**config.mk**
```make
export PLATFORM = sky130hd
export DESIGN_NAME = nco_symbol_sampler_top
export DESIGN_NICKNAME = d
export VERILOG_FILES = /design/src/nss_pkg.sv /design/src/nss_ctrl.sv /design/src/nss_dpath.sv /design/src/nco_symbol_sampler_top.sv
export SDC_FILE = /design/constraint.sdc
export NUM_CORES = 2
export LEC_CHECK = 0
export BUFFER_PORTS_ARGS = -buffer_cell sky130_fd_sc_hd__buf_2
export CAP_MARGIN = 15
export CORE_UTILIZATION = 40
export DETAILED_ROUTE_END_ITERATION = 8
export GPL_ROUTABILITY_DRIVEN = 1
export GPL_TIMING_DRIVEN = 0
export HOLD_SLACK_MARGIN = 0.03
export MAX_ROUTING_LAYER = met4
export PLACE_DENSITY = 0.58
export SLEW_MARGIN = 20
export SYNTH_ARGS = -nofsm -noshare
export SYNTH_HDL_FRONTEND = slang
export SYNTH_SLANG_ARGS = --single-unit
```
**constraint.sdc**
```tcl
create_clock -name clk -period 8.35 [get_ports clk]
set_input_delay 0.4175 -clock clk [delete_from_list [all_inputs] [get_ports clk]]
set_output_delay 0.4175 -clock clk [all_outputs]
set_load 0.1 [all_outputs]
```
**src/nss_pkg.sv**
```systemverilog
// ----------------------------------------------------------------------------
// nss_pkg: shared types and constants for the NCO symbol sampler
// Holds the register map and the command and status bundles that join
// the controller and the datapath.
// ----------------------------------------------------------------------------
package nss_pkg;

  // Configuration register widths.
  localparam int STEP_W     = 24;
  localparam int CARR_W     = 25;
  localparam int WOFF_W     = 16;
  localparam int CFG_DATA_W = 25;
  localparam int CFG_IDX_W  = 2;

  // Register indexes.
  localparam logic [CFG_IDX_W-1:0] REG_SYMBOL_STEP   = 2'd0;
  localparam logic [CFG_IDX_W-1:0] REG_CARRIER_PHASE = 2'd1;
  localparam logic [CFG_IDX_W-1:0] REG_WINDOW_OFFSET = 2'd2;

  // Register reset values.
  localparam logic [STEP_W-1:0] STEP_RESET = 24'h100000;
  localparam logic [CARR_W-1:0] CARR_RESET = '0;
  localparam logic [WOFF_W-1:0] WOFF_RESET = '0;

  typedef struct packed {
    logic ld_in;     // capture the accepted input item
    logic seed_mul;  // form window_offset * step
    logic seed_wr;   // write the seeded phase, start the burst
    logic classify;  // remove one turn and pick the mu path
    logic div_step;  // one quotient bit of mu
    logic mul;       // form mu * (previous - current)
    logic emit;      // load the output register
    logic advance;   // store the sample and add the step
  } nss_cmd_t;

  typedef struct packed {
    logic start;     // captured item marks a burst start
    logic active;    // a burst has been seeded
    logic ge_one;    // accumulator has reached one turn
    logic need_div;  // mu needs the iterative divider
    logic out_free;  // output register can take a result
  } nss_sts_t;

endpackage

```
**src/nss_ctrl.sv**
```systemverilog
// ----------------------------------------------------------------------------
// nss_ctrl: sequencing controller of the NCO symbol sampler
// Walks one item at a time through seeding, the divider and the output.
// ----------------------------------------------------------------------------
module nss_ctrl #(
  parameter int PHASE_FRAC_BITS = 24
) (
  input  logic              clk,
  input  logic              rst_n,
  input  logic              in_valid,
  output logic              in_stall,
  input  nss_pkg::nss_sts_t sts,
  output nss_pkg::nss_cmd_t cmd
);
  import nss_pkg::*;

  localparam int CNT_W = $clog2(PHASE_FRAC_BITS);

  localparam logic [2:0] ST_IDLE   = 3'd0;
  localparam logic [2:0] ST_DECIDE = 3'd1;
  localparam logic [2:0] ST_SEED   = 3'd2;
  localparam logic [2:0] ST_DIV    = 3'd3;
  localparam logic [2:0] ST_MUL    = 3'd4;
  localparam logic [2:0] ST_OUT    = 3'd5;

  logic [2:0]       state_r, state_nxt;
  logic [CNT_W-1:0] cnt_r, cnt_nxt;
  logic             cnt_last;

  assign cnt_last = (cnt_r == CNT_W'(PHASE_FRAC_BITS - 1));
  assign in_stall = (state_r != ST_IDLE);

  always_comb begin
    state_nxt = state_r;
    cnt_nxt   = cnt_r;
    cmd       = '0;
    unique case (state_r)
      ST_IDLE: begin
        if (in_valid) begin
          cmd.ld_in = 1'b1;
          state_nxt = ST_DECIDE;
        end
      end
      ST_DECIDE: begin
        priority if (sts.start) begin
          cmd.seed_mul = 1'b1;
          state_nxt    = ST_SEED;
        end else if (!sts.active) begin
          state_nxt = ST_IDLE;
        end else if (!sts.ge_one) begin
          cmd.advance = 1'b1;
          state_nxt   = ST_IDLE;
        end else begin
          cmd.classify = 1'b1;
          cnt_nxt      = '0;
          state_nxt    = sts.need_div ? ST_DIV : ST_MUL;
        end
      end
      ST_SEED: begin
        cmd.seed_wr = 1'b1;
        state_nxt   = ST_IDLE;
      end
      ST_DIV: begin
        cmd.div_step = 1'b1;
        cnt_nxt      = cnt_r + CNT_W'(1);
        if (cnt_last) begin
          state_nxt = ST_MUL;
        end
      end
      ST_MUL: begin
        cmd.mul   = 1'b1;
        state_nxt = ST_OUT;
      end
      ST_OUT: begin
        if (sts.out_free) begin
          cmd.emit    = 1'b1;
          cmd.advance = 1'b1;
          state_nxt   = ST_IDLE;
        end
      end
      default: begin
        state_nxt = ST_IDLE;
      end
    endcase
  end

  always_ff @(posedge clk) begin
    if (!rst_n) begin
      state_r <= ST_IDLE;
      cnt_r   <= '0;
    end else begin
      state_r <= state_nxt;
      cnt_r   <= cnt_nxt;
    end
  end

endmodule

```
**src/nss_dpath.sv**
```systemverilog
// ----------------------------------------------------------------------------
// nss_dpath: datapath of the NCO symbol sampler
// Configuration registers, phase accumulator, restoring divider for mu,
// interpolation multiplier and the output register.
// ----------------------------------------------------------------------------
module nss_dpath #(
  parameter int PHASE_FRAC_BITS = 24,
  parameter int SAMPLE_BITS     = 16
) (
  input  logic                           clk,
  input  logic                           rst_n,
  input  logic                           cfg_we,
  input  logic [nss_pkg::CFG_IDX_W-1:0]  cfg_index,
  input  logic [nss_pkg::CFG_DATA_W-1:0] cfg_data,
  input  logic signed [SAMPLE_BITS-1:0]  in_sample,
  input  logic                           in_burst_start,
  input  nss_pkg::nss_cmd_t              cmd,
  output nss_pkg::nss_sts_t              sts,
  input  logic                           out_stall,
  output logic                           out_valid,
  output logic signed [SAMPLE_BITS-1:0]  out_soft_symbol,
  output logic                           out_hard_bit
);
  import nss_pkg::*;

  localparam int F   = PHASE_FRAC_BITS;
  localparam int S   = SAMPLE_BITS;
  localparam int AW  = F + 2;
  localparam int UP  = (F > 24) ? F - 24 : 0;
  localparam int DN  = (F < 24) ? 24 - F : 0;
  localparam int SW  = STEP_W + UP;
  localparam int CRW = CARR_W + UP;
  localparam int PW  = F + S + 3;
  localparam int WPW = F + WOFF_W;

  localparam logic [AW-1:0] ONE_A  = {2'b01, {F{1'b0}}};
  localparam logic [F:0]    ONE_MU = {1'b1, {F{1'b0}}};
  localparam logic [F-1:0]  HALF_F = {1'b1, {(F-1){1'b0}}};
  localparam logic [PW-1:0] HALF_P = {{(PW-F){1'b0}}, 1'b1, {(F-1){1'b0}}};
  localparam logic [CRW-1:0] DN_BIAS = CRW'((64'd1 << DN) - 64'd1);

  // Configuration and state registers.
  logic [STEP_W-1:0]   step_r;
  logic [CARR_W-1:0]   carr_r;
  logic [WOFF_W-1:0]   woff_r;
  logic [AW-1:0]       acc_r;
  logic [S-1:0]        prev_r;
  logic                active_r;
  logic [S-1:0]        cur_r;
  logic                start_r;
  logic [F-1:0]        wprod_r;
  logic [F:0]          mu_r;
  logic [F-1:0]        rdiv_r;
  logic signed [PW-1:0] mprod_r;
  logic                out_valid_r;
  logic [S-1:0]        soft_r;
  logic                hard_r;

  // Step scaled to the phase format.
  logic [SW-1:0] step_up;
  logic [F-1:0]  st;
  assign step_up = SW'(step_r) << UP;
  assign st      = F'(step_up >> DN);

  // Carrier phase scaled to the phase format, truncating toward zero.
  logic signed [CRW-1:0] cr_up, cr_bias, cr_sc;
  assign cr_up   = CRW'(signed'(carr_r)) <<< UP;
  assign cr_bias = cr_up + (cr_up[CRW-1] ? DN_BIAS : '0);
  assign cr_sc   = cr_bias >>> DN;

  // Only the fraction matters once the seed is wrapped into (0, 1].
  logic [WPW-1:0]      wprod_full;
  logic [F-1:0]        seed_sum;
  logic [AW-1:0]       seed_acc;
  assign wprod_full = WPW'(woff_r) * WPW'(st);
  assign seed_sum   = cr_sc[F-1:0] + HALF_F + st - wprod_r;
  assign seed_acc   = (seed_sum == '0) ? ONE_A : {2'b00, seed_sum};

  // One turn removal and mu path selection.
  logic [AW-1:0] rem;
  logic          st_zero, rem_ge_st;
  assign rem       = acc_r - ONE_A;
  assign st_zero   = (st == '0);
  assign rem_ge_st = (rem >= {2'b00, st});

  // Restoring divider step: the partial remainder stays below the step.
  logic [F:0] r2, rdiff;
  logic       q_bit;
  assign r2    = {rdiv_r, 1'b0};
  assign rdiff = r2 - {1'b0, st};
  assign q_bit = (r2 >= {1'b0, st});

  // Interpolation: current + mu * (previous - current), rounded half up.
  logic signed [F+1:0]  mu_s;
  logic signed [S:0]    diff_s;
  logic signed [PW-1:0] mprod_full, rnd, shd;
  logic [S-1:0]         soft_nxt;
  assign mu_s       = {1'b0, mu_r};
  assign diff_s     = signed'({prev_r[S-1], prev_r}) - signed'({cur_r[S-1], cur_r});
  assign mprod_full = PW'(mu_s) * PW'(diff_s);
  assign rnd        = mprod_r + HALF_P;
  assign shd        = rnd >>> F;
  assign soft_nxt   = cur_r + shd[S-1:0];

  always_comb begin
    sts.start    = start_r;
    sts.active   = active_r;
    sts.ge_one   = (acc_r >= ONE_A);
    sts.need_div = !st_zero && !rem_ge_st;
    sts.out_free = !out_valid_r || !out_stall;
  end

  always_ff @(posedge clk) begin
    if (!rst_n) begin
      step_r <= STEP_RESET;
      carr_r <= CARR_RESET;
      woff_r <= WOFF_RESET;
    end else if (cfg_we) begin
      unique case (cfg_index)
        REG_SYMBOL_STEP:   step_r <= cfg_data[STEP_W-1:0];
        REG_CARRIER_PHASE: carr_r <= cfg_data[CARR_W-1:0];
        REG_WINDOW_OFFSET: woff_r <= cfg_data[WOFF_W-1:0];
        default: ;
      endcase
    end
  end

  always_ff @(posedge clk) begin
    if (!rst_n) begin
      acc_r       <= '0;
      prev_r      <= '0;
      active_r    <= 1'b0;
      start_r     <= 1'b0;
      out_valid_r <= 1'b0;
    end else begin
      if (cmd.ld_in) begin
        start_r <= in_burst_start;
      end
      if (cmd.seed_wr) begin
        acc_r    <= seed_acc;
        prev_r   <= cur_r;
        active_r <= 1'b1;
      end else if (cmd.classify) begin
        acc_r <= rem;
      end else if (cmd.advance) begin
        acc_r  <= acc_r + {2'b00, st};
        prev_r <= cur_r;
      end
      if (cmd.emit) begin
        out_valid_r <= 1'b1;
      end else if (!out_stall) begin
        out_valid_r <= 1'b0;
      end
    end
  end

  // Payload registers.
  always_ff @(posedge clk) begin
    if (cmd.ld_in) begin
      cur_r <= in_sample;
    end
    if (cmd.seed_mul) begin
      wprod_r <= wprod_full[F-1:0];
    end
    if (cmd.classify) begin
      mu_r   <= (st_zero || !rem_ge_st) ? '0 : ONE_MU;
      rdiv_r <= rem[F-1:0];
    end else if (cmd.div_step) begin
      mu_r   <= {mu_r[F-1:0], q_bit};
      rdiv_r <= q_bit ? rdiff[F-1:0] : r2[F-1:0];
    end
    if (cmd.mul) begin
      mprod_r <= mprod_full;
    end
    if (cmd.emit) begin
      soft_r <= soft_nxt;
      hard_r <= !soft_nxt[S-1] && (soft_nxt != '0);
    end
  end

  assign out_valid       = out_valid_r;
  assign out_soft_symbol = soft_r;
  assign out_hard_bit    = hard_r;

endmodule

```
**src/nco_symbol_sampler_top.sv**
```systemverilog
// ----------------------------------------------------------------------------
// nco_symbol_sampler_top: burst symbol timing with an NCO clock and
// linear interpolation between neighboring samples.
// ----------------------------------------------------------------------------
// The input channel carries one signed sample per transfer, with
// in_burst_start set on the first sample of a burst. A burst start seeds the
// phase accumulator from carrier_phase, symbol_step and window_offset and
// yields no result. Later samples yield at most one result each: when the
// accumulator has passed one turn, the fraction mu is found by a restoring
// divider and the soft symbol and its hard decision go out on the result
// channel. Samples before the first burst start are dropped.
// One item is worked at a time. A burst start passes the decide and seed
// states, a sample without a symbol only the decide state, and a sample
// with a symbol the decide state, the divider, the multiply and output
// states; the divider, one quotient bit a cycle, is skipped when mu
// saturates or the step is zero. The output register holds a finished
// result while the receiver stalls, and the next item is accepted
// meanwhile; a further result waits in place until the register is free.
// Reset (rst_n low, synchronous) restores the register defaults, clears
// the accumulator, the stored sample and the burst flag.
// Configuration is written through cfg_we, cfg_index and cfg_data.
// ----------------------------------------------------------------------------
module nco_symbol_sampler_top #(
  parameter int PHASE_FRAC_BITS = 24,
  parameter int SAMPLE_BITS     = 16
) (
  input  logic                           clk,
  input  logic                           rst_n,
  input  logic                           cfg_we,
  input  logic [nss_pkg::CFG_IDX_W-1:0]  cfg_index,
  input  logic [nss_pkg::CFG_DATA_W-1:0] cfg_data,
  input  logic                           in_valid,
  output logic                           in_stall,
  input  logic signed [SAMPLE_BITS-1:0]  in_sample,
  input  logic                           in_burst_start,
  output logic                           out_valid,
  input  logic                           out_stall,
  output logic signed [SAMPLE_BITS-1:0]  out_soft_symbol,
  output logic                           out_hard_bit
);
  import nss_pkg::*;

  // Commands flow from the controller to the datapath, status flows back.
  nss_cmd_t cmd;
  nss_sts_t sts;

  // The controller sequences each item and owns the input handshake.
  nss_ctrl #(
    .PHASE_FRAC_BITS(PHASE_FRAC_BITS)
  ) u_ctrl (
    .clk      (clk),
    .rst_n    (rst_n),
    .in_valid (in_valid),
    .in_stall (in_stall),
    .sts      (sts),
    .cmd      (cmd)
  );

  // The datapath holds all arithmetic, the registers and the result stage.
  nss_dpath #(
    .PHASE_FRAC_BITS(PHASE_FRAC_BITS),
    .SAMPLE_BITS    (SAMPLE_BITS)
  ) u_dpath (
    .clk            (clk),
    .rst_n          (rst_n),
    .cfg_we         (cfg_we),
    .cfg_index      (cfg_index),
    .cfg_data       (cfg_data),
    .in_sample      (in_sample),
    .in_burst_start (in_burst_start),
    .cmd            (cmd),
    .sts            (sts),
    .out_stall      (out_stall),
    .out_valid      (out_valid),
    .out_soft_symbol(out_soft_symbol),
    .out_hard_bit   (out_hard_bit)
  );

endmodule

```
* After elaboration in Yosys (flattened, before gate mapping)
Index checks and enable logic that the tools add are counted.
** Operators by class
- Add/subtract/negate cells :: 10
- Multiply operators :: 2
- Div/mod/pow operators :: 0
- Magnitude comparators :: 3
- Equality and inequality tests :: 16
- Shift operators :: 0
- Mux-type cells :: 44
- Bitwise operators :: 0
- Reductions and logical operators :: 25
** Operator list (count)
- two-way mux 25 bit :: 4
- two-way mux 26 bit :: 3
- two-way mux 24 bit :: 3
- logical NOT 24 bit :: 2
- two-way mux 16 bit :: 3
- subtractor 24 bit :: 2
- adder 40 x 24 -> 40 bit, second input constant :: 1
- multiplier 26 x 17 -> 40 bit :: 1
- adder 26 x 24 -> 26 bit :: 1
- greater-or-equal comparator 26 x 24 -> 1 bit :: 1
- greater-or-equal comparator 26 x 25 -> 1 bit, second input constant :: 1
- subtractor 26 x 25 -> 26 bit, second input constant :: 1
- greater-or-equal comparator 25 x 24 -> 1 bit :: 1
- adder 24 bit :: 1
- adder 24 bit, second input constant :: 1
- multiplier 16 x 24 -> 24 bit :: 1
- two-way mux 3 bit :: 7
- two-way mux 1 bit :: 17
- subtractor 16 x 16 -> 17 bit :: 1
- adder 16 bit :: 1
- nonzero test 16 bit :: 1
- two-way mux 5 bit :: 3
- one-hot mux 3 bit (5 select lines) :: 1
- != test 2 x 1 -> 1 bit, second input constant :: 5
- other kinds (21) :: 37
** Storage, ports and cells
- Flip-flop bits (word level) :: 263
- Latch bits :: 0
- Memory bits (writable) :: 0
- Bits in read-only memories :: 0
- Input bits :: 49
- Output and inout bits :: 19
- Memories :: 0

* Longest topological paths before layout
- Depth after elaboration :: 9
- Gate-level depth with buffers :: 35
- Depth with buffers taken out :: 34

* Hierarchy
A second synthesis with hierarchy kept.
** Unflattened totals
- Cells, all modules :: 4064
- Area, all modules :: 36123.4 um^2
** By module, submodules not included
- nss_dpath :: times used 1, cells each 3994, area each 35574.1 um^2
- nss_ctrl :: times used 1, cells each 70, area each 549.3 um^2

* Worst setup path after synthesis
OpenSTA, ideal clock, no wires.
- Path kind :: reg2reg
- Start :: register u_dpath.cur_r[1]
- End :: register u_dpath.mprod_r[39] (data pin)
- Setup time :: 0.268 ns
- Data arrival time :: 7.864 ns
- Setup slack :: 0.218 ns
- Cell stages (with the launch flop) :: 32
- Buffers on the path :: 1
- Period minus slack after synthesis :: 8.132 ns
- Cell sequence :: edfxtp_1 -> inv_1 -> ha_1 -> a21oi_1 -> a2bb2oi_1 -> a21oi_1 -> a41o_1 -> o2111a_1 -> or3_1 -> a21oi_1 -> xnor2_1 -> buf_2 -> and2_1 -> fa_1 -> fa_1 -> fa_1 -> fa_1 -> fa_1 -> inv_1 -> fa_1 -> inv_1 -> ha_1 -> a21oi_1 -> o21ai_0 -> nand4bb_1 -> o2111ai_2 -> a21oi_1 -> or2_1 -> a31o_2 -> o211a_1 -> a21oi_1 -> xnor3_1
** On the way
- Longest elaborated chain between the ends :: 2
** Ends and longest elaborated chain
- from (decl) :: line nss_dpath.sv:49 : logic [S-1:0] cur_r;
- from (signal assigned) :: line nss_dpath.sv:160 : cur_r <= in_sample;
- subtractor 16 x 16 -> 17 bit :: line nss_dpath.sv:99 : assign diff_s = signed'({prev_r[S-1], prev_r}) - signed'({cur_r[S-1], cur_r});
- multiplier 26 x 17 -> 40 bit :: line nss_dpath.sv:100 : assign mprod_full = PW'(mu_s) * PW'(diff_s);
- named net u_dpath.mprod_full[39] :: line nss_dpath.sv:96 : logic signed [PW-1:0] mprod_full, rnd, shd;
- to (signal assigned) :: line nss_dpath.sv:173 : mprod_r <= mprod_full;
- to (decl) :: line nss_dpath.sv:54 : logic signed [PW-1:0] mprod_r;
The timed path passes the listed nets, and every way through them passes these cells.
A chain may end at the register's enable or synchronous reset.

* Final worst setup path
Ends and elaborated chain as after synthesis.

==> impl_metrics.env <==
export IMPL_worstSetupPathType="flip-flop to flip-flop"
export IMPL_pin_count=68
export IMPL_fin_crit_sh_pct=102
export IMPL_ys_types=93
export IMPL_insertion_delay_ps=590
export IMPL_slowest_stage="fa_2"
export IMPL_fmax_ghz=0.117
export IMPL_grt_pass1_wl_um=169000
export IMPL_clock_sinks=240
export IMPL_initial_core_util_pct=40.6
export IMPL_grt_setup_unrepaired="yes"
export IMPL_ant_nets=0
export IMPL_fin_cells=5465
export IMPL_worst_setup_hold_path_clk_slew_ps=60
export IMPL_setup_violations_final=5
export IMPL_violations="negative setup slack"
export IMPL_use_met3_pct=2.48
export IMPL_flow_area_growth_from_synthesis_pct=11.4
export IMPL_synth_area_top_cells="fa_1 31%, ha_1 12%, edfxtp_1 10%"
export IMPL_ys_seq_area_share_pct=16.7
export IMPL_viasPerCell=5.20
export IMPL_slew_violations=0
export IMPL_status="complete, but fails checks"
export IMPL_routedWlPerCell_um=19.7
export IMPL_cp_start_kind="flip-flop"
export IMPL_synth_nets=5054
export IMPL_drt_iter0_markers=1904
export IMPL_antenna_found_initial=3
export IMPL_cts_buffers=30
export IMPL_busiest_layer="met2"
export IMPL_crit_required_ps=8670
export IMPL_finalWeightedCongestion=0.932
export IMPL_drt_pass1_iter_count=6
export IMPL_hold_viol_final=0
export IMPL_overflow=0
export IMPL_clk_path_buf_depth=3
export IMPL_nets=5218
export IMPL_fill_cells=8745
export IMPL_die_y_um=303
export IMPL_clock_skew_ps=16.6
export IMPL_cp_top_family="adder cells"
export IMPL_ir_drop_mv=0.577
export IMPL_grt_pass1_vias=28800
export IMPL_cp_common_cell="fa_2"
export IMPL_cap_violations=0
export IMPL_powerDensity_mw_per_mm2=246
export IMPL_tightest_slew_ps=937
export IMPL_use_met2_pct=38.4
export IMPL_cp_max_fo=4
export IMPL_critPathMaxStageDelay_ps=540
export IMPL_cts_tree="done"
export IMPL_synth_most_common_cell="inv_1"
export IMPL_setup_slack_ps=-168
export IMPL_avgSynthCellArea_sq_um=8.80
export IMPL_use_met1_pct=35.3
export IMPL_pre_cts_slack_ps=-1640
export IMPL_crit_path_end_kind="flip-flop"
export IMPL_yosys_area_top_type_share_pct=31.1
export IMPL_hold_class="input port to flip-flop"
export IMPL_leakage_nw=18.5
export IMPL_row_count=109
export IMPL_wirelength_um=108000
export IMPL_io_buffers=65
export IMPL_grt_max_degree=53
export IMPL_dp_final_hpwl_um=86700
export IMPL_synthFlopType="edfxtp_1"
export IMPL_drc=0
export IMPL_synthArstFlopShare_pct=0
export IMPL_dieWidth_um=303
export IMPL_synth_edf_count=123
export IMPL_htreeDepth=1
export IMPL_grtUsageTotal_pct=24.9
export IMPL_synthesis_instances=4110
export IMPL_synth_common_cells="777 x inv_1, 690 x nand2_1, 562 x fa_1"
export IMPL_synthesis_area_sq_mm=0.0362
export IMPL_layout_min_cycle_time_ps=8520
export IMPL_worstPathArrival_ps=8840
export IMPL_ys_seq_elements=240
export IMPL_yosys_warnings=0
export IMPL_root_buffer="clkbuf_16"
export IMPL_synth_area_leader_cell="fa_1"
export IMPL_design_core_area_sq_mm=0.0891
export IMPL_drive_above_1_share_pct=7.47
export IMPL_design_die_area_sq_mm=0.0917
export IMPL_vias=28400
export IMPL_dp_cells=5343
export IMPL_relSlewSlack_pct=37.5
export IMPL_critical_path_buf_inv_count=6
-- power by group --
part	internal (W)	total [W]	switching (W)
combinational	0.00307	0.00703	0.00396
sequential	0.00146	0.00149	0.0000294
clock	0.000852	0.00141	0.000555
-- worst paths after layout --
check	start	to	slack (ps)	cells past startpoint
setup / recovery	u_dpath.cur_r[1]	u_dpath.mprod_r[39]	-170	33
hold / removal	cfg_data[2]	u_dpath.woff_r[2]	120	3
setup reg to reg	u_dpath.cur_r[1]	u_dpath.mprod_r[39]	-170	33
hold reg to reg	u_dpath.carr_r[8]	u_dpath.carr_r[8]	450	2
-- stage by stage --
stage	cell area [sq um]	utilization, %	setup TNS, ps	hold slack [ps]	power, W
finish	40300	45.3	-629	117	0.00993
global route	40300	45.3	-2860	107	0.0110
CTS	40000	44.9	-275	93.1	0.00952
detailed placement	38000	42.7	-18610	446	0.00724
global placement	38000	42.6	-19070	440	0.00724
floorplan	36200	-	0	432	0.00560
-- cells by family after synthesis --
group                    synth area share [%]
buffers and inverters                    10.0
AO/OA/AOI/OAI                            8.92
flip-flops                               16.7
multiplexers                            0.398
AND/OR/NAND/NOR                          17.3
XOR/XNOR                                 4.06
adder cells (fa/ha/maj)                  42.6
-- cell usage in the layout, fill, tap and decap left out, types with 11 or more instances in the layout --
master	n
fa_1	553
nand2b_1	31
edfxtp_1	123
clkbuf_8	13
nand3_1	33
nor2b_1	91
buf_4	44
o21ai_0	76
a221oi_1	14
ha_1	322
xor2_1	42
nand2_1	689
mux2i_1	11
a21o_1	29
a21oi_1	183
inv_1	770
buf_2	70
a21oi_2	12
dlygate4sd3_1	16
nor4_1	16
nand4_1	18
clkbuf_1	144
or3_1	12
nor2_1	143
clkbuf_16	33
and2_1	203
nor3_1	39
dfxtp_1	117
xnor2_1	110
o21a_1	22
o21bai_1	16
-- area by class of cell --
type,count,area (sq um),area share (%)
Antenna cell,2,5.00,0.0124
Tap cell,1165,1460,3.62
Buffer,178,811,2.01
Timing Repair Buffer,134,950,2.36
Clock buffer,41,906,2.25
Multi-Input combinational cell,2911,27100,67.1
Clock inverter,15,168,0.416
Inverter,779,2930,7.26
Sequential cell,240,6040,15.0
-- per-layer routing --
| metal | vias up | share of wire, % |
|---|---|---|
| met4 | 0 | 2.3 |
| met3 | 130 | 6.3 |
| met1 | 14200 | 46 |
| met2 | 864 | 45 |
| met5 | - | 0 |
| li1 | 13200 | - |
-- worst min-delay path, stage by stage --
cell and delay [ps]:
buf_2 130, nand2_1 60, a21oi_1 50
-- timing repair --
item                                    CTS  global route
endpoints found under the setup margin   17            12
gates resized for setup                 115            43
gates cloned                              1             0
hold buffers                             16             0
setup buffers                            33            17
endpoints found under the hold margin    16             0
pin swaps                                42            26
-- flip-flops by register name (all words and copies together) (netlist names), 3 cells and up --
| signal | count |
|---|---|
| u_dpath.acc_r | 26 |
| u_dpath.carr_r | 24 |
| u_ctrl.cnt_r | 5 |
| u_dpath.out_soft_symbol | 16 |
| u_dpath.mu_r | 25 |
| u_dpath.st | 24 |
| u_dpath.prev_r | 16 |
| u_dpath.mprod_r | 17 |
| u_dpath.woff_r | 16 |
| u_dpath.wprod_r | 24 |
| u_dpath.cur_r | 16 |
| u_dpath.rdiv_r | 24 |
| u_ctrl.state_r | 3 |
(Power assumes the default switching activity.)
